File: src/rtl/core/mpf_pkg.sv
// Shared types, constants and field arithmetic helpers for the prime field unit.
package mpf_pkg;

    // Field element and exponent widths.
    localparam int VALUE_BITS   = 61;
    localparam int EXP_BITS     = 63;
    localparam int MODE_BITS    = 3;
    localparam int NONRES_LIMIT = 4096;

    // Counter widths for the square root bookkeeping.
    localparam int CNT_BITS = $clog2(VALUE_BITS + 2);
    localparam int J_BITS   = $clog2(NONRES_LIMIT + 1);
    localparam int SUM_BITS = ((J_BITS > CNT_BITS) ? J_BITS : CNT_BITS) + 1;

    // Stream packing, first field in the lowest bits.
    localparam int A_LSB      = MODE_BITS;
    localparam int B_LSB      = A_LSB + VALUE_BITS;
    localparam int E_LSB      = B_LSB + VALUE_BITS;
    localparam int IN_BITS    = E_LSB + EXP_BITS;
    localparam int IN_DATA_W  = ((IN_BITS + 7) / 8) * 8;
    localparam int SYM_LSB    = VALUE_BITS;
    localparam int EQ_BIT     = SYM_LSB + 2;
    localparam int ERR_LSB    = EQ_BIT + 1;
    localparam int OUT_BITS   = ERR_LSB + 2;
    localparam int OUT_DATA_W = ((OUT_BITS + 7) / 8) * 8;

    typedef logic [VALUE_BITS-1:0] elem_t;
    typedef logic [EXP_BITS-1:0]   exp_t;

    typedef enum logic [2:0] {
        MODE_ADD, MODE_SUB, MODE_MUL, MODE_NEG,
        MODE_POW, MODE_DIV, MODE_LEG, MODE_SQRT
    } mode_t;

    localparam logic [1:0] ERR_OK     = 2'd0;
    localparam logic [1:0] ERR_RANGE  = 2'd1;
    localparam logic [1:0] ERR_NONRES = 2'd2;
    localparam logic [1:0] SYM_ZERO   = 2'b00;
    localparam logic [1:0] SYM_POS    = 2'b01;
    localparam logic [1:0] SYM_NEG    = 2'b11;

    // Register selectors for multiplier operands, destinations and captures.
    typedef enum logic [3:0] {
        SRC_A, SRC_B, SRC_X, SRC_Y, SRC_R, SRC_T, SRC_C, SRC_BV, SRC_TS, SRC_Z, SRC_RES
    } src_t;

    // Exponent choices for a power run.
    typedef enum logic [2:0] {
        EXP_IN, EXP_PM2, EXP_PH, EXP_P1Q, EXP_Q, EXP_QH
    } exp_sel_t;

    typedef enum logic [4:0] {
        OP_NOP, OP_LOAD, OP_ADD, OP_SUB, OP_NEG, OP_ERR_RANGE, OP_ERR_NONRES,
        OP_RES_Y, OP_RES_R, OP_RES_ONE, OP_SYM_POS, OP_SYM_Y, OP_POW_SETUP,
        OP_KSHIFT, OP_QINIT, OP_QSHIFT, OP_ZINIT, OP_ZINC, OP_B_FROM_C, OP_PUSH
    } dp_op_t;

    typedef enum logic [2:0] {
        CNT_NONE, CNT_I_ONE, CNT_I_INC, CNT_J_ZERO, CNT_J_INC, CNT_M_S, CNT_M_I
    } cnt_op_t;

    typedef enum logic [4:0] {
        ST_IDLE, ST_CHECK, ST_MWAIT, ST_PCHK, ST_PSQ, ST_PSHIFT, ST_POW_DONE,
        ST_DIV_MUL, ST_LEG_DONE, ST_SQ_LEG, ST_SQ_QS, ST_NR_TEST, ST_NR_CHK,
        ST_NR_NEXT, ST_GOT_C, ST_GOT_R, ST_GOT_T, ST_TLOOP, ST_ISQ, ST_BLOOP,
        ST_UPD_T1, ST_UPD_T2, ST_UPD_C, ST_PUSH
    } state_t;

    // Commands from the controller to the datapath.
    typedef struct packed {
        dp_op_t   op;
        cnt_op_t  cnt_op;
        logic     cap_en;
        src_t     cap_dest;
        src_t     base_sel;
        exp_sel_t exp_sel;
        logic     mul_start;
        src_t     mul_a;
        src_t     mul_b;
        src_t     mul_dest;
    } dp_cmd_t;

    // Status from the datapath to the controller.
    typedef struct packed {
        mode_t mode;
        logic  a_ge_p;
        logic  b_ge_p;
        logic  a_zero;
        logic  p_two;
        logic  k_zero;
        logic  k_lsb;
        logic  y_one;
        logic  q_even;
        logic  s_one;
        logic  z_zero;
        logic  j_at_limit;
        logic  t_one;
        logic  ts_one;
        logic  i_ge_m;
        logic  i1_ge_m;
        logic  b_go;
        logic  mul_busy;
    } dp_status_t;

    // Modular add of two reduced values.
    function automatic elem_t add_m(input elem_t x, input elem_t y, input elem_t p);
        logic [VALUE_BITS:0] s;
        s = {1'b0, x} + {1'b0, y};
        if (s >= {1'b0, p}) begin
            s = s - {1'b0, p};
        end
        return s[VALUE_BITS-1:0];
    endfunction

    // Modular subtract of two reduced values.
    function automatic elem_t sub_m(input elem_t x, input elem_t y, input elem_t p);
        return (x >= y) ? (x - y) : (x + (p - y));
    endfunction

endpackage

File: src/rtl/core/mpf_ctrl.sv
// Controller: sequences each operation, power runs and Tonelli-Shanks over the datapath.
module mpf_ctrl (
    input  logic                aclk,
    input  logic                aresetn,
    input  logic                in_valid,
    output logic                in_ready,
    output logic                out_valid,
    input  logic                out_ready,
    input  mpf_pkg::dp_status_t status,
    output mpf_pkg::dp_cmd_t    cmd
);

    mpf_pkg::state_t state_reg, state_next;
    mpf_pkg::state_t after_reg, after_next;
    mpf_pkg::state_t ret_reg, ret_next;
    logic            out_valid_reg, out_valid_next;
    logic            uses_b;

    // State, return points and output valid.
    always_ff @(posedge aclk) begin
        if (!aresetn) begin
            state_reg     <= mpf_pkg::ST_IDLE;
            after_reg     <= mpf_pkg::ST_IDLE;
            ret_reg       <= mpf_pkg::ST_IDLE;
            out_valid_reg <= 1'b0;
        end else begin
            state_reg     <= state_next;
            after_reg     <= after_next;
            ret_reg       <= ret_next;
            out_valid_reg <= out_valid_next;
        end
    end

    always_comb begin
        case (status.mode)
            mpf_pkg::MODE_ADD, mpf_pkg::MODE_SUB, mpf_pkg::MODE_MUL, mpf_pkg::MODE_DIV:
                uses_b = 1'b1;
            default: uses_b = 1'b0;
        endcase
    end

    // Next state and commands.
    always_comb begin
        state_next     = state_reg;
        after_next     = after_reg;
        ret_next       = ret_reg;
        cmd            = '0;
        cmd.op         = mpf_pkg::OP_NOP;
        cmd.cnt_op     = mpf_pkg::CNT_NONE;
        cmd.exp_sel    = mpf_pkg::EXP_IN;
        cmd.base_sel   = mpf_pkg::SRC_A;
        in_ready       = 1'b0;
        out_valid_next = out_valid_reg & ~out_ready;

        unique case (state_reg)
            mpf_pkg::ST_IDLE: begin
                in_ready = 1'b1;
                if (in_valid) begin
                    cmd.op     = mpf_pkg::OP_LOAD;
                    state_next = mpf_pkg::ST_CHECK;
                end
            end
            mpf_pkg::ST_CHECK: begin
                if (status.a_ge_p || (uses_b && status.b_ge_p)) begin
                    cmd.op     = mpf_pkg::OP_ERR_RANGE;
                    state_next = mpf_pkg::ST_PUSH;
                end else begin
                    unique case (status.mode)
                        mpf_pkg::MODE_ADD: begin
                            cmd.op     = mpf_pkg::OP_ADD;
                            state_next = mpf_pkg::ST_PUSH;
                        end
                        mpf_pkg::MODE_SUB: begin
                            cmd.op     = mpf_pkg::OP_SUB;
                            state_next = mpf_pkg::ST_PUSH;
                        end
                        mpf_pkg::MODE_NEG: begin
                            cmd.op     = mpf_pkg::OP_NEG;
                            state_next = mpf_pkg::ST_PUSH;
                        end
                        mpf_pkg::MODE_MUL: begin
                            cmd.mul_start = 1'b1;
                            cmd.mul_a     = mpf_pkg::SRC_A;
                            cmd.mul_b     = mpf_pkg::SRC_B;
                            cmd.mul_dest  = mpf_pkg::SRC_RES;
                            after_next    = mpf_pkg::ST_PUSH;
                            state_next    = mpf_pkg::ST_MWAIT;
                        end
                        mpf_pkg::MODE_POW: begin
                            cmd.op     = mpf_pkg::OP_POW_SETUP;
                            ret_next   = mpf_pkg::ST_POW_DONE;
                            state_next = mpf_pkg::ST_PCHK;
                        end
                        mpf_pkg::MODE_DIV: begin
                            cmd.op       = mpf_pkg::OP_POW_SETUP;
                            cmd.base_sel = mpf_pkg::SRC_B;
                            cmd.exp_sel  = mpf_pkg::EXP_PM2;
                            ret_next     = mpf_pkg::ST_DIV_MUL;
                            state_next   = mpf_pkg::ST_PCHK;
                        end
                        mpf_pkg::MODE_LEG: begin
                            if (status.a_zero) begin
                                state_next = mpf_pkg::ST_PUSH;
                            end else if (status.p_two) begin
                                cmd.op     = mpf_pkg::OP_SYM_POS;
                                state_next = mpf_pkg::ST_PUSH;
                            end else begin
                                cmd.op      = mpf_pkg::OP_POW_SETUP;
                                cmd.exp_sel = mpf_pkg::EXP_PH;
                                ret_next    = mpf_pkg::ST_LEG_DONE;
                                state_next  = mpf_pkg::ST_PCHK;
                            end
                        end
                        default: begin
                            if (status.a_zero) begin
                                state_next = mpf_pkg::ST_PUSH;
                            end else if (status.p_two) begin
                                cmd.op     = mpf_pkg::OP_RES_ONE;
                                state_next = mpf_pkg::ST_PUSH;
                            end else begin
                                cmd.op      = mpf_pkg::OP_POW_SETUP;
                                cmd.exp_sel = mpf_pkg::EXP_PH;
                                ret_next    = mpf_pkg::ST_SQ_LEG;
                                state_next  = mpf_pkg::ST_PCHK;
                            end
                        end
                    endcase
                end
            end
            // Wait for the multiplier, then continue at the saved point.
            mpf_pkg::ST_MWAIT: begin
                if (!status.mul_busy) begin
                    state_next = after_reg;
                end
            end
            // Square-and-multiply over the exponent, low bit first.
            mpf_pkg::ST_PCHK: begin
                if (status.k_zero) begin
                    state_next = ret_reg;
                end else if (status.k_lsb) begin
                    cmd.mul_start = 1'b1;
                    cmd.mul_a     = mpf_pkg::SRC_Y;
                    cmd.mul_b     = mpf_pkg::SRC_X;
                    cmd.mul_dest  = mpf_pkg::SRC_Y;
                    after_next    = mpf_pkg::ST_PSQ;
                    state_next    = mpf_pkg::ST_MWAIT;
                end else begin
                    state_next = mpf_pkg::ST_PSQ;
                end
            end
            mpf_pkg::ST_PSQ: begin
                cmd.mul_start = 1'b1;
                cmd.mul_a     = mpf_pkg::SRC_X;
                cmd.mul_b     = mpf_pkg::SRC_X;
                cmd.mul_dest  = mpf_pkg::SRC_X;
                after_next    = mpf_pkg::ST_PSHIFT;
                state_next    = mpf_pkg::ST_MWAIT;
            end
            mpf_pkg::ST_PSHIFT: begin
                cmd.op     = mpf_pkg::OP_KSHIFT;
                state_next = mpf_pkg::ST_PCHK;
            end
            mpf_pkg::ST_POW_DONE: begin
                cmd.op     = mpf_pkg::OP_RES_Y;
                state_next = mpf_pkg::ST_PUSH;
            end
            mpf_pkg::ST_DIV_MUL: begin
                cmd.mul_start = 1'b1;
                cmd.mul_a     = mpf_pkg::SRC_A;
                cmd.mul_b     = mpf_pkg::SRC_Y;
                cmd.mul_dest  = mpf_pkg::SRC_RES;
                after_next    = mpf_pkg::ST_PUSH;
                state_next    = mpf_pkg::ST_MWAIT;
            end
            mpf_pkg::ST_LEG_DONE: begin
                cmd.op     = mpf_pkg::OP_SYM_Y;
                state_next = mpf_pkg::ST_PUSH;
            end
            // Square root: residue test, then split p-1 into q times a power of two.
            mpf_pkg::ST_SQ_LEG: begin
                if (!status.y_one) begin
                    cmd.op     = mpf_pkg::OP_ERR_NONRES;
                    state_next = mpf_pkg::ST_PUSH;
                end else begin
                    cmd.op     = mpf_pkg::OP_QINIT;
                    state_next = mpf_pkg::ST_SQ_QS;
                end
            end
            mpf_pkg::ST_SQ_QS: begin
                if (status.q_even) begin
                    cmd.op = mpf_pkg::OP_QSHIFT;
                end else if (status.s_one) begin
                    cmd.op      = mpf_pkg::OP_POW_SETUP;
                    cmd.exp_sel = mpf_pkg::EXP_P1Q;
                    ret_next    = mpf_pkg::ST_POW_DONE;
                    state_next  = mpf_pkg::ST_PCHK;
                end else begin
                    cmd.op     = mpf_pkg::OP_ZINIT;
                    cmd.cnt_op = mpf_pkg::CNT_J_ZERO;
                    state_next = mpf_pkg::ST_NR_TEST;
                end
            end
            // Search for a non-residue z.
            mpf_pkg::ST_NR_TEST: begin
                if (status.z_zero) begin
                    state_next = mpf_pkg::ST_NR_NEXT;
                end else begin
                    cmd.op       = mpf_pkg::OP_POW_SETUP;
                    cmd.base_sel = mpf_pkg::SRC_Z;
                    cmd.exp_sel  = mpf_pkg::EXP_PH;
                    ret_next     = mpf_pkg::ST_NR_CHK;
                    state_next   = mpf_pkg::ST_PCHK;
                end
            end
            mpf_pkg::ST_NR_CHK: begin
                if (!status.y_one) begin
                    cmd.op       = mpf_pkg::OP_POW_SETUP;
                    cmd.base_sel = mpf_pkg::SRC_Z;
                    cmd.exp_sel  = mpf_pkg::EXP_Q;
                    ret_next     = mpf_pkg::ST_GOT_C;
                    state_next   = mpf_pkg::ST_PCHK;
                end else begin
                    state_next = mpf_pkg::ST_NR_NEXT;
                end
            end
            mpf_pkg::ST_NR_NEXT: begin
                if (status.j_at_limit) begin
                    cmd.op     = mpf_pkg::OP_ERR_NONRES;
                    state_next = mpf_pkg::ST_PUSH;
                end else begin
                    cmd.op     = mpf_pkg::OP_ZINC;
                    cmd.cnt_op = mpf_pkg::CNT_J_INC;
                    state_next = mpf_pkg::ST_NR_TEST;
                end
            end
            // Initial c, r and t.
            mpf_pkg::ST_GOT_C: begin
                cmd.cap_en   = 1'b1;
                cmd.cap_dest = mpf_pkg::SRC_C;
                cmd.op       = mpf_pkg::OP_POW_SETUP;
                cmd.exp_sel  = mpf_pkg::EXP_QH;
                ret_next     = mpf_pkg::ST_GOT_R;
                state_next   = mpf_pkg::ST_PCHK;
            end
            mpf_pkg::ST_GOT_R: begin
                cmd.cap_en   = 1'b1;
                cmd.cap_dest = mpf_pkg::SRC_R;
                cmd.op       = mpf_pkg::OP_POW_SETUP;
                cmd.exp_sel  = mpf_pkg::EXP_Q;
                ret_next     = mpf_pkg::ST_GOT_T;
                state_next   = mpf_pkg::ST_PCHK;
            end
            mpf_pkg::ST_GOT_T: begin
                cmd.cap_en   = 1'b1;
                cmd.cap_dest = mpf_pkg::SRC_T;
                cmd.cnt_op   = mpf_pkg::CNT_M_S;
                state_next   = mpf_pkg::ST_TLOOP;
            end
            // Main loop: stop when t is one, else find the order of t.
            mpf_pkg::ST_TLOOP: begin
                if (status.t_one) begin
                    cmd.op     = mpf_pkg::OP_RES_R;
                    state_next = mpf_pkg::ST_PUSH;
                end else begin
                    cmd.cnt_op    = mpf_pkg::CNT_I_ONE;
                    cmd.mul_start = 1'b1;
                    cmd.mul_a     = mpf_pkg::SRC_T;
                    cmd.mul_b     = mpf_pkg::SRC_T;
                    cmd.mul_dest  = mpf_pkg::SRC_TS;
                    after_next    = mpf_pkg::ST_ISQ;
                    state_next    = mpf_pkg::ST_MWAIT;
                end
            end
            mpf_pkg::ST_ISQ: begin
                if (status.ts_one) begin
                    if (status.i_ge_m) begin
                        cmd.op     = mpf_pkg::OP_ERR_NONRES;
                        state_next = mpf_pkg::ST_PUSH;
                    end else begin
                        cmd.op     = mpf_pkg::OP_B_FROM_C;
                        cmd.cnt_op = mpf_pkg::CNT_J_ZERO;
                        state_next = mpf_pkg::ST_BLOOP;
                    end
                end else if (status.i1_ge_m) begin
                    cmd.op     = mpf_pkg::OP_ERR_NONRES;
                    state_next = mpf_pkg::ST_PUSH;
                end else begin
                    cmd.cnt_op    = mpf_pkg::CNT_I_INC;
                    cmd.mul_start = 1'b1;
                    cmd.mul_a     = mpf_pkg::SRC_TS;
                    cmd.mul_b     = mpf_pkg::SRC_TS;
                    cmd.mul_dest  = mpf_pkg::SRC_TS;
                    after_next    = mpf_pkg::ST_ISQ;
                    state_next    = mpf_pkg::ST_MWAIT;
                end
            end
            // Square c down to b, then update r, t, c and m.
            mpf_pkg::ST_BLOOP: begin
                cmd.mul_start = 1'b1;
                state_next    = mpf_pkg::ST_MWAIT;
                if (status.b_go) begin
                    cmd.cnt_op   = mpf_pkg::CNT_J_INC;
                    cmd.mul_a    = mpf_pkg::SRC_BV;
                    cmd.mul_b    = mpf_pkg::SRC_BV;
                    cmd.mul_dest = mpf_pkg::SRC_BV;
                    after_next   = mpf_pkg::ST_BLOOP;
                end else begin
                    cmd.mul_a    = mpf_pkg::SRC_R;
                    cmd.mul_b    = mpf_pkg::SRC_BV;
                    cmd.mul_dest = mpf_pkg::SRC_R;
                    after_next   = mpf_pkg::ST_UPD_T1;
                end
            end
            mpf_pkg::ST_UPD_T1, mpf_pkg::ST_UPD_T2: begin
                cmd.mul_start = 1'b1;
                cmd.mul_a     = mpf_pkg::SRC_T;
                cmd.mul_b     = mpf_pkg::SRC_BV;
                cmd.mul_dest  = mpf_pkg::SRC_T;
                after_next    = (state_reg == mpf_pkg::ST_UPD_T1) ? mpf_pkg::ST_UPD_T2
                                                                   : mpf_pkg::ST_UPD_C;
                state_next    = mpf_pkg::ST_MWAIT;
            end
            mpf_pkg::ST_UPD_C: begin
                cmd.cnt_op    = mpf_pkg::CNT_M_I;
                cmd.mul_start = 1'b1;
                cmd.mul_a     = mpf_pkg::SRC_BV;
                cmd.mul_b     = mpf_pkg::SRC_BV;
                cmd.mul_dest  = mpf_pkg::SRC_C;
                after_next    = mpf_pkg::ST_TLOOP;
                state_next    = mpf_pkg::ST_MWAIT;
            end
            // Hand the result to the output register once it is free.
            mpf_pkg::ST_PUSH: begin
                if (!out_valid_reg || out_ready) begin
                    cmd.op         = mpf_pkg::OP_PUSH;
                    out_valid_next = 1'b1;
                    state_next     = mpf_pkg::ST_IDLE;
                end
            end
            default: state_next = mpf_pkg::ST_IDLE;
        endcase
    end

    assign out_valid = out_valid_reg;

endmodule

File: config.mk
export PLATFORM = sky130hd
export DESIGN_NAME = mpf_ctrl
export DESIGN_NICKNAME = d
export VERILOG_FILES = /design/src/rtl/core/mpf_pkg.sv /design/src/rtl/core/mpf_ctrl.sv
export SDC_FILE = /design/constraint.sdc
export NUM_CORES = 1
export LEC_CHECK = 0
export BUFFER_PORTS_ARGS = -buffer_cell sky130_fd_sc_hd__buf_2
export CAP_MARGIN = 0
export CORE_MARGIN = 8
export CORE_UTILIZATION = 53
export DETAILED_ROUTE_END_ITERATION = 6
export GPL_ROUTABILITY_DRIVEN = 0
export PLACE_DENSITY = 0.82
export SLEW_MARGIN = 10
export SYNTH_ARGS = -nofsm -noshare
export SYNTH_HDL_FRONTEND = slang
export SYNTH_SLANG_ARGS = --single-unit
export TNS_END_PERCENT = 10
File: constraint.sdc
create_clock -name aclk -period 2.6 [get_ports aclk]
set_clock_uncertainty 0.15 [all_clocks]
set_input_delay 0.13 -clock aclk [delete_from_list [all_inputs] [get_ports aclk]]
set_output_delay 0.13 -clock aclk [all_outputs]
set_load 0.05 [all_outputs]
* After elaboration in Yosys (flattened, before gate mapping)
Index checks and enable logic that the tools add are counted.
** Storage, ports and cells
- Latch bits :: 0
- Register bits after elaboration :: 16
- Logic and storage cells :: 167
- Memory bits (writable) :: 0
- Bits in read-only memories :: 0
- Memories kept :: 0
** Operators by class
- Multiplexer cells :: 92
- Magnitude comparators :: 0
- Div/mod/pow operators :: 0
- Equal/unequal tests :: 48
- Reductions and logical operators :: 21
- Shifts and indexed selects :: 0
- Multiply operators :: 0
- $add $sub $neg :: 0
- Bitwise gates (word level) :: 2
** Operators with widths (number)
- 5-bit two-way mux :: 34
- 13-bit case mux with 9 select lines :: 1
- 5-bit case mux with 16 select lines :: 1
- 13-bit two-way mux :: 6
- 5-bit case mux with 14 select lines :: 1
- 5-bit case mux with 9 select lines :: 1
- 5-bit by 4-bit == test with 1-bit output (second input constant) :: 8
- 5-bit == test (second input constant) :: 8
- 4-bit two-way mux :: 10
- 5-bit case mux with 3 select lines :: 2
- 5-bit case mux with 6 select lines :: 1
- 2-bit inequality test (second input constant) :: 14
- 3-bit two-way mux :: 8
- 4-bit case mux with 6 select lines :: 1
- 3-bit case mux with 7 select lines :: 1
- 5-bit by 3-bit == test with 1-bit output (second input constant) :: 4
- 5-bit case mux with 4 select lines :: 1
- 2-bit two-way mux :: 9
- 3-bit case mux with 6 select lines :: 1
- 17-bit two-way mux :: 1
- 7-bit two-way mux :: 2
- 4-bit case mux with 3 select lines :: 1
- 11-bit AND reduction :: 1
- 5-bit by 2-bit == test with 1-bit output (second input constant) :: 2
- other kinds (27) :: 44

* Logic depth before layout (Yosys ltp)
Gate-level depths: netlist (run 1).
- Depth after elaboration :: 7
- Depth in mapped cells :: 8
- Mapped depth without buffers :: 6

* Worst setup path after synthesis (run 1)
OpenSTA, ideal clock, no wires.
- Path kind :: flip-flop to output port
- Start point :: reg state_reg[3]
- End point :: out cmd[30] (netlist bit)
- Buffers on the path :: 2
- Cell stages (with the launch flop) :: 7
- Slack :: -356 ps
- Arrival time :: 2676 ps
- Cell sequence :: dfxtp_1 -> buf_2 -> clkbuf_1 -> nand2b_1 -> nor3_1 -> nor3_1 -> nand3_1
** RTL lines
- start: declaration :: RTL line mpf_ctrl.sv:13 : mpf_pkg::state_t state_reg, state_next;
- start signal: assignment :: RTL line mpf_ctrl.sv:22 : state_reg <= mpf_pkg::ST_IDLE;
- start signal: assignment :: RTL line mpf_ctrl.sv:27 : state_reg <= state_next;
- end: declaration :: RTL line mpf_ctrl.sv:10 : output mpf_pkg::dp_cmd_t cmd

==> results.py, run 1 <==
metrics = {
    "pwr": {
        "powerDensity_nw_per_um2": 798,
        "leakage_nw": 1.15,
        "max-vdd-ir-drop_mv": 0.382,
        "total_power_mw": 1.91,
    },
    "job": {
        "drv_cap": 0,
    },
    "floorplan": {
        "die_w_um": 77.3,
        "start_util_pct": 54.9,
        "die_h_um": 77.3,
        "dieArea_um2": 5980,
        "ios": 59,
        "core-area_um2": 3630,
        "row_count": 22,
    },
    "timing": {
        "hold_viol_final": 0,
        "tightest_slew_ns": 0.656,
        "rsz0062_at_grt": "false",
        "relSlewSlack_pct": 55.2,
        "setup_violations": 0,
        "fmax_ghz": 0.405,
        "timing.final.ws_setup_ns": 0.134,
        "timing.final.crit_share_pct": 94.9,
        "final.setup.tns_ns": 0,
        "report.final.slew_viol_count": 0,
        "min_period_ns": 2.47,
    },
    "worst_setup_path": {
        "worstPathRequired_ns": 2.32,
        "critPathMaxFanout": 40,
        "crit_arrival_ns": 2.19,
        "end_kind": "primary output",
        "start_kind": "flip-flop",
        "crit_type": "reg2out",
    },
    "synthesis": {
        "syn_inst": 309,
        "synth.avg_cell_area_um2": 6.45,
        "syn_area_um2": 1990,
        "yosysSeqAreaShare_pct": 15.1,
        "ys_async_sr_fraction_pct": 0,
        "yosysTopAreaCellShare_pct": 15.1,
        "synth_cell_types": 57,
        "ys.flop_type": "dfxtp_1",
        "yosysTopAreaCell": "dfxtp_1",
        "yosysWarnings": 0,
        "ys_ff_latch": 15,
        "synth_edf_count": 0,
        "synth.area.top_cells": "dfxtp_1 (15%), nand2_1 (7.7%), o21ai_0 (5.8%), a21oi_1 (5.5%), nor2b_1 (4.1%)",
    },
    "route": {
        "wl_mm": 7.23,
        "vias": 2629,
        "wl_per_cell_um": 17.8,
        "dr.pass1.iters": 7,
        "drc_errors": 0,
        "ant_nets": 0,
        "drt_first_iter_violations": 468,
        "viasPerCell": 6.46,
    },
    "grt": {
        "overflow": 0,
        "grtUsageTotal_pct": 23.1,
        "grt_max_degree": 41,
        "grt_first_pass_wirelength_mm": 11.7,
        "grt_antenna_before_repair": 0,
        "grt_pass1_vias": 2389,
    },
    "cells_and_area": {
        "final_nets": 384,
        "final-instance-count-excl-fill": 407,
        "antenna_cells": 0,
        "final_layout_size_suffix_gt1_share_pct": 25.3,
        "synthToLayoutAreaGrowth_pct": 20.1,
    },
    "clock_tree": {
        "cts_setup_buffers": 0,
        "cts_tree": "built",
        "ctsHoldBuffers": 0,
        "path_clk_slew_ns": 0.07,
        "cts_buffers": 3,
        "cts.sinks": 15,
        "root_buffer": "clkbuf_8",
        "cts_buffer_depth": 2,
        "clock_latency_ns": 0.26,
        "htreeDepth": 1,
    },
    "outcome": {
        "status": "finished clean",
    },
    "placement": {
        "port_buffers": 55,
        "dp.cells": 403,
        "place_ws_ns": 0.230,
        "hpwl_mm": 5.60,
    },
    "hold_path": {
        "min_path_type": "in2reg",
    },
}
==> critical path, stage by stage, from the launching register on <==
cell and delay (ns):
dfxtp_1 0.34, buf_12 0.18, or3_1 0.42, nor2_1 0.15
buf_4 0.15, and2_1 0.20, nand3_1 0.12, nand3_1 0.09
buf_2 0.26
==> synthesized netlist by cell type (all sizes together) (2+ instances only) <==
cell and instances:
clkbuf 8, nand4b 2, or4b 2, o2bb2ai 2, nand3 13, nand3b 3
nor4 2, or3b 2, mux2 2, a32oi 4, buf 23, nor3 11
a211o 2, o21ai 27, nor2b 13, nor3b 4, o31ai 5, o211ai 3
mux2i 8, nand2b 12, dfxtp 15, nand2 41, a21o 2, inv 12
and3 7, a21oi 22, nor2 21, nand4 4, a31oi 11, xnor2 2
and2 2, or3 5, o22ai 2
==> through the flow <==
| stage | hold WS, ns | area [µm²] | utilization (%) |
|---|---|---|---|
| 6_report | 0.114 | 2400 | 65.9 |
| 5_1_grt | 0.127 | 2400 | 65.9 |
| 4_1_cts | 0.107 | 2390 | 65.7 |
| 3_5_place_dp | 0.305 | 2340 | 64.4 |
| 3_3_place_gp | 0.296 | 2340 | 64.4 |
| 2_1_floorplan | 0.183 | 2010 | - |
==> repair_timing <==
item	4_1_cts	5_1_grt
resized for setup	1	3
gates cloned	0	0
endpoints found under the setup margin	1	3
==> cell type report <==
cell class / count / area (µm²)
fill: 335 / 1240
tap: 48 / 60.1
timing repair buffer: 75 / 438
inverter: 12 / 45.0
clock inverter: 1 / 5.00
sequential: 15 / 303
multi-input combinational: 253 / 1500
clock buffer: 3 / 41.3
==> worst paths after layout <==
kind / end / startpoint / slack (ns) / cells after the start
max: cmd[13] / state_reg[1] / 0.13 / 8
min: state_reg[1] / aresetn / 0.11 / 3
max reg2reg: ret_reg[4] / state_reg[3] / 0.32 / 6
min reg2reg: ret_reg[2] / ret_reg[2] / 0.31 / 2
==> power by group <==
group | internal (mW) | total (mW) | switching, mW
Sequential | 0.282 | 0.363 | 0.0807
Clock | 0.106 | 0.196 | 0.0892
Combinational | 0.450 | 1.35 | 0.903
==> routing by layer <==
layer,vias up,global-route usage (%),share of wire [%]
met5,-,0,0
met4,0,6.98,2.0
met3,22,8.29,15
met2,214,35.7,44
met1,1179,29.3,39
li1,1214,-,-
==> cells by family (layout without fill, tap and decap cells) <==
group | count (synthesis) | after routing | share of synthesized area [%]
muxes | 10 | 10 | 5.14
other | 1 | 3 | 0.188
and+or+nand+nor | 146 | 146 | 38.8
DFF | 15 | 15 | 15.1
AOI/OAI and AO/OA | 92 | 92 | 29.4
xor gates and xnor gates | 2 | 2 | 0.878
buffers and inverters | 43 | 91 | 10.6
==> placed cells by master (no fill, tap or decap), types with 3 or more instances in the layout <==
master	count
a21oi_1	22
and3_1	7
o31ai_1	5
o21ai_1	3
nand3_1	13
nand3b_1	3
nor3_1	10
clkbuf_8	3
nand4_1	4
nor2b_1	13
a32oi_1	4
nand2b_1	12
conb_1	3
or3_1	5
nor2_1	21
a31oi_1	11
inv_1	11
dfxtp_1	13
mux2i_1	8
buf_2	55
buf_4	19
nor3b_1	3
nand2_1	41
o21ai_0	23
(Power assumes the default switching activity.)
==> run 2: changes to the inputs <==
Settings changed: CORE_UTILIZATION 53 to 52, PLACE_DENSITY 0.82 to 0.8.
==> run 2 against run 1 <==
- fmax is 0.53% lower
- critical path type unchanged
- critical endpoint is now cmd[28]
- final area is 1.5% lower
- count of clock-buffer cells in the layout is the same
- critical path depth down 3
- clock power about the same
- sequential share of layout area grew 0.30 points
- die area rose by 1.5%
==> results.py, run 2 (synthesis results as in run 1) <==
metrics = {
    "pwr": {
        "leakage_nw": 1.13,
        "clockPowerShare_pct": 10.4,
        "switchingPower_mw": 1.06,
        "power.internal_mw": 0.808,
        "combPwrFrac_pct": 69.1,
        "seq_power_share_pct": 20.4,
        "p_sw_share_pct": 56.8,
        "powerDensity_nw_per_um2": 793,
        "max-vdd-ir-drop_mv": 0.357,
    },
    "timing": {
        "setup_violations": 0,
        "report.final.slew_viol_count": 0,
        "final.setup.tns_ns": 0,
        "hold_viol_final": 0,
        "timing.final.ws_setup_ns": 0.121,
        "fmax_ghz": 0.403,
        "tightest_slew_ns": 0.594,
        "relSlewSlack_pct": 59.4,
        "min_period_ns": 2.48,
        "rsz0062_at_grt": "false",
        "timing.final.crit_share_pct": 95.4,
    },
    "cells_and_area": {
        "final_nets": 380,
        "num-fill-cells": 377,
        "final-instance-count-excl-fill": 403,
        "final_layout_size_suffix_gt1_share_pct": 25.1,
        "synthToLayoutAreaGrowth_pct": 18.3,
        "antenna_cells": 0,
        "layout_common_cells": "buf_2 (55), nand2_1 (41), o21ai_0 (23), a21oi_1 (22), nor2_1 (20)",
        "multiInputGateArea_um2": 1500,
        "layout_commonest_cell": "buf_2",
        "seqCellArea_um2": 305,
    },
    "grt": {
        "grt_max_degree": 23,
        "grt_first_pass_wirelength_mm": 11.6,
        "grt.busiest_layer": "met2",
        "met2_usage_pct": 33.8,
        "overflow": 0,
        "grt_pass1_vias": 2317,
        "grtUsageTotal_pct": 22.8,
        "gr-usage-met1_pct": 29.2,
        "grt_antenna_before_repair": 0,
        "grt_util_met3_pct": 9.56,
    },
    "floorplan": {
        "core-area_um2": 3690,
        "die_w_um": 77.9,
        "row_count": 22,
        "start_util_pct": 54.1,
        "ios": 59,
        "dieArea_um2": 6070,
        "die_h_um": 77.9,
    },
    "route": {
        "drc_errors": 0,
        "ant_nets": 0,
        "dr.pass1.iters": 6,
        "drt_first_iter_violations": 482,
        "wl_mm": 7.23,
        "viasPerCell": 6.40,
        "vias": 2579,
        "wl_per_cell_um": 17.9,
    },
    "worst_setup_path": {
        "worstPathCellList": "nand2b_1 -> nor4b_1 -> a21oi_1 -> nand4b_1 -> buf_2",
        "crit_type": "reg2out",
        "reg2regPathDepth": 6,
        "worstPathRequired_ns": 2.32,
        "start_kind": "flip-flop",
        "critPathSlowestCell": "nor4b_1",
        "critPathBufInv": 1,
        "end_kind": "primary output",
        "cp_top_family": "simple AND/OR/NAND/NOR gates",
        "crit_arrival_ns": 2.20,
        "crit_cells": 5,
        "critPathMaxFanout": 20,
        "cpPeakStageDelay_ns": 0.58,
    },
    "placement": {
        "hpwl_mm": 5.63,
        "place_ws_ns": 0.255,
        "port_buffers": 55,
        "dp.cells": 399,
    },
    "outcome": {
        "status": "finished clean",
    },
    "clock_tree": {
        "root_buffer": "clkbuf_8",
        "cts_buffer_depth": 2,
        "clock_latency_ns": 0.25,
        "path_clk_slew_ns": 0.07,
        "cts_tree": "built",
        "cts.sinks": 15,
        "cts_buffers": 3,
        "htreeDepth": 1,
    },
    "hold_path": {
        "hold_path_depth": 3,
        "min_path_type": "in2reg",
    },
    "job": {
        "drv_cap": 0,
    },
}
[run 2: cell types whose count changed in the layout (fill, tap and decap cells not counted), sizes merged]
cell	delta
buf	-4
[run 2: stage by stage]
| stage | hold slack (ns) | utilization [%] | cell area [µm²] | total power [mW] |
|---|---|---|---|---|
| after floorplan | 0.183 | - | 2010 | 1.32 |
| after global placement | 0.299 | 62.2 | 2300 | 1.61 |
| after detailed placement | 0.311 | 62.2 | 2300 | 1.62 |
| after CTS | 0.129 | 63.5 | 2340 | 1.82 |
| after global routing | 0.153 | 64.0 | 2360 | 1.98 |
| final | 0.128 | 64.0 | 2360 | 1.87 |
[run 2: area by class of cell]
| class | count | share of cell area [%] |
|---|---|---|
| Tap cell | 48 | 2.55 |
| Sequential cell | 15 | 12.9 |
| Inverter | 12 | 1.91 |
| Clock inverter | 1 | 0.212 |
| Clock buffer | 3 | 1.75 |
| Timing Repair Buffer | 71 | 16.9 |
| Multi-Input combinational cell | 253 | 63.7 |
[run 2: power groups by stage]
stage / combinational (mW) / clock (mW) / sequential (mW)
2_1_floorplan: 1.01 / 0 / 0.312
3_3_place_gp: 1.24 / 0 / 0.368
3_5_place_dp: 1.25 / 0 / 0.372
4_1_cts: 1.26 / 0.195 / 0.368
5_1_grt: 1.38 / 0.206 / 0.390
6_report: 1.29 / 0.195 / 0.382
[run 2: worst paths after layout]
path                              startpoint           end  slack (ns)
worst max-delay path            state_reg[0]       cmd[28]        0.12
worst max register to register  state_reg[2]  after_reg[0]        0.41
worst min-delay path                 aresetn  state_reg[1]        0.13
worst min register to register  after_reg[1]  after_reg[1]        0.31
[run 2: layer usage]
metal	routed length, µm	part of all wire [%]
met1	2910	40
met2	3090	43
met3	1030	14
met4	203	2.8
met5	0	0
[run 2: worst register-to-register path: stages, from the launching register on]
cell	delay, ns
dfxtp_2	0.49
inv_1	0.28
xnor2_1	0.22
a221o_1	0.43
nor3b_4	0.21
buf_4	0.16
mux2i_1	0.18
[run 2: repair_timing]
| item | 4_1_cts | 5_1_grt |
|---|---|---|
| buffers inserted | 0 | 0 |
| hold buffers | 0 | 0 |
| endpoints found under the hold margin | 0 | 0 |
| setup endpoints to repair | 1 | 17 |
| gates cloned | 0 | 0 |
| resized for setup | 1 | 6 |
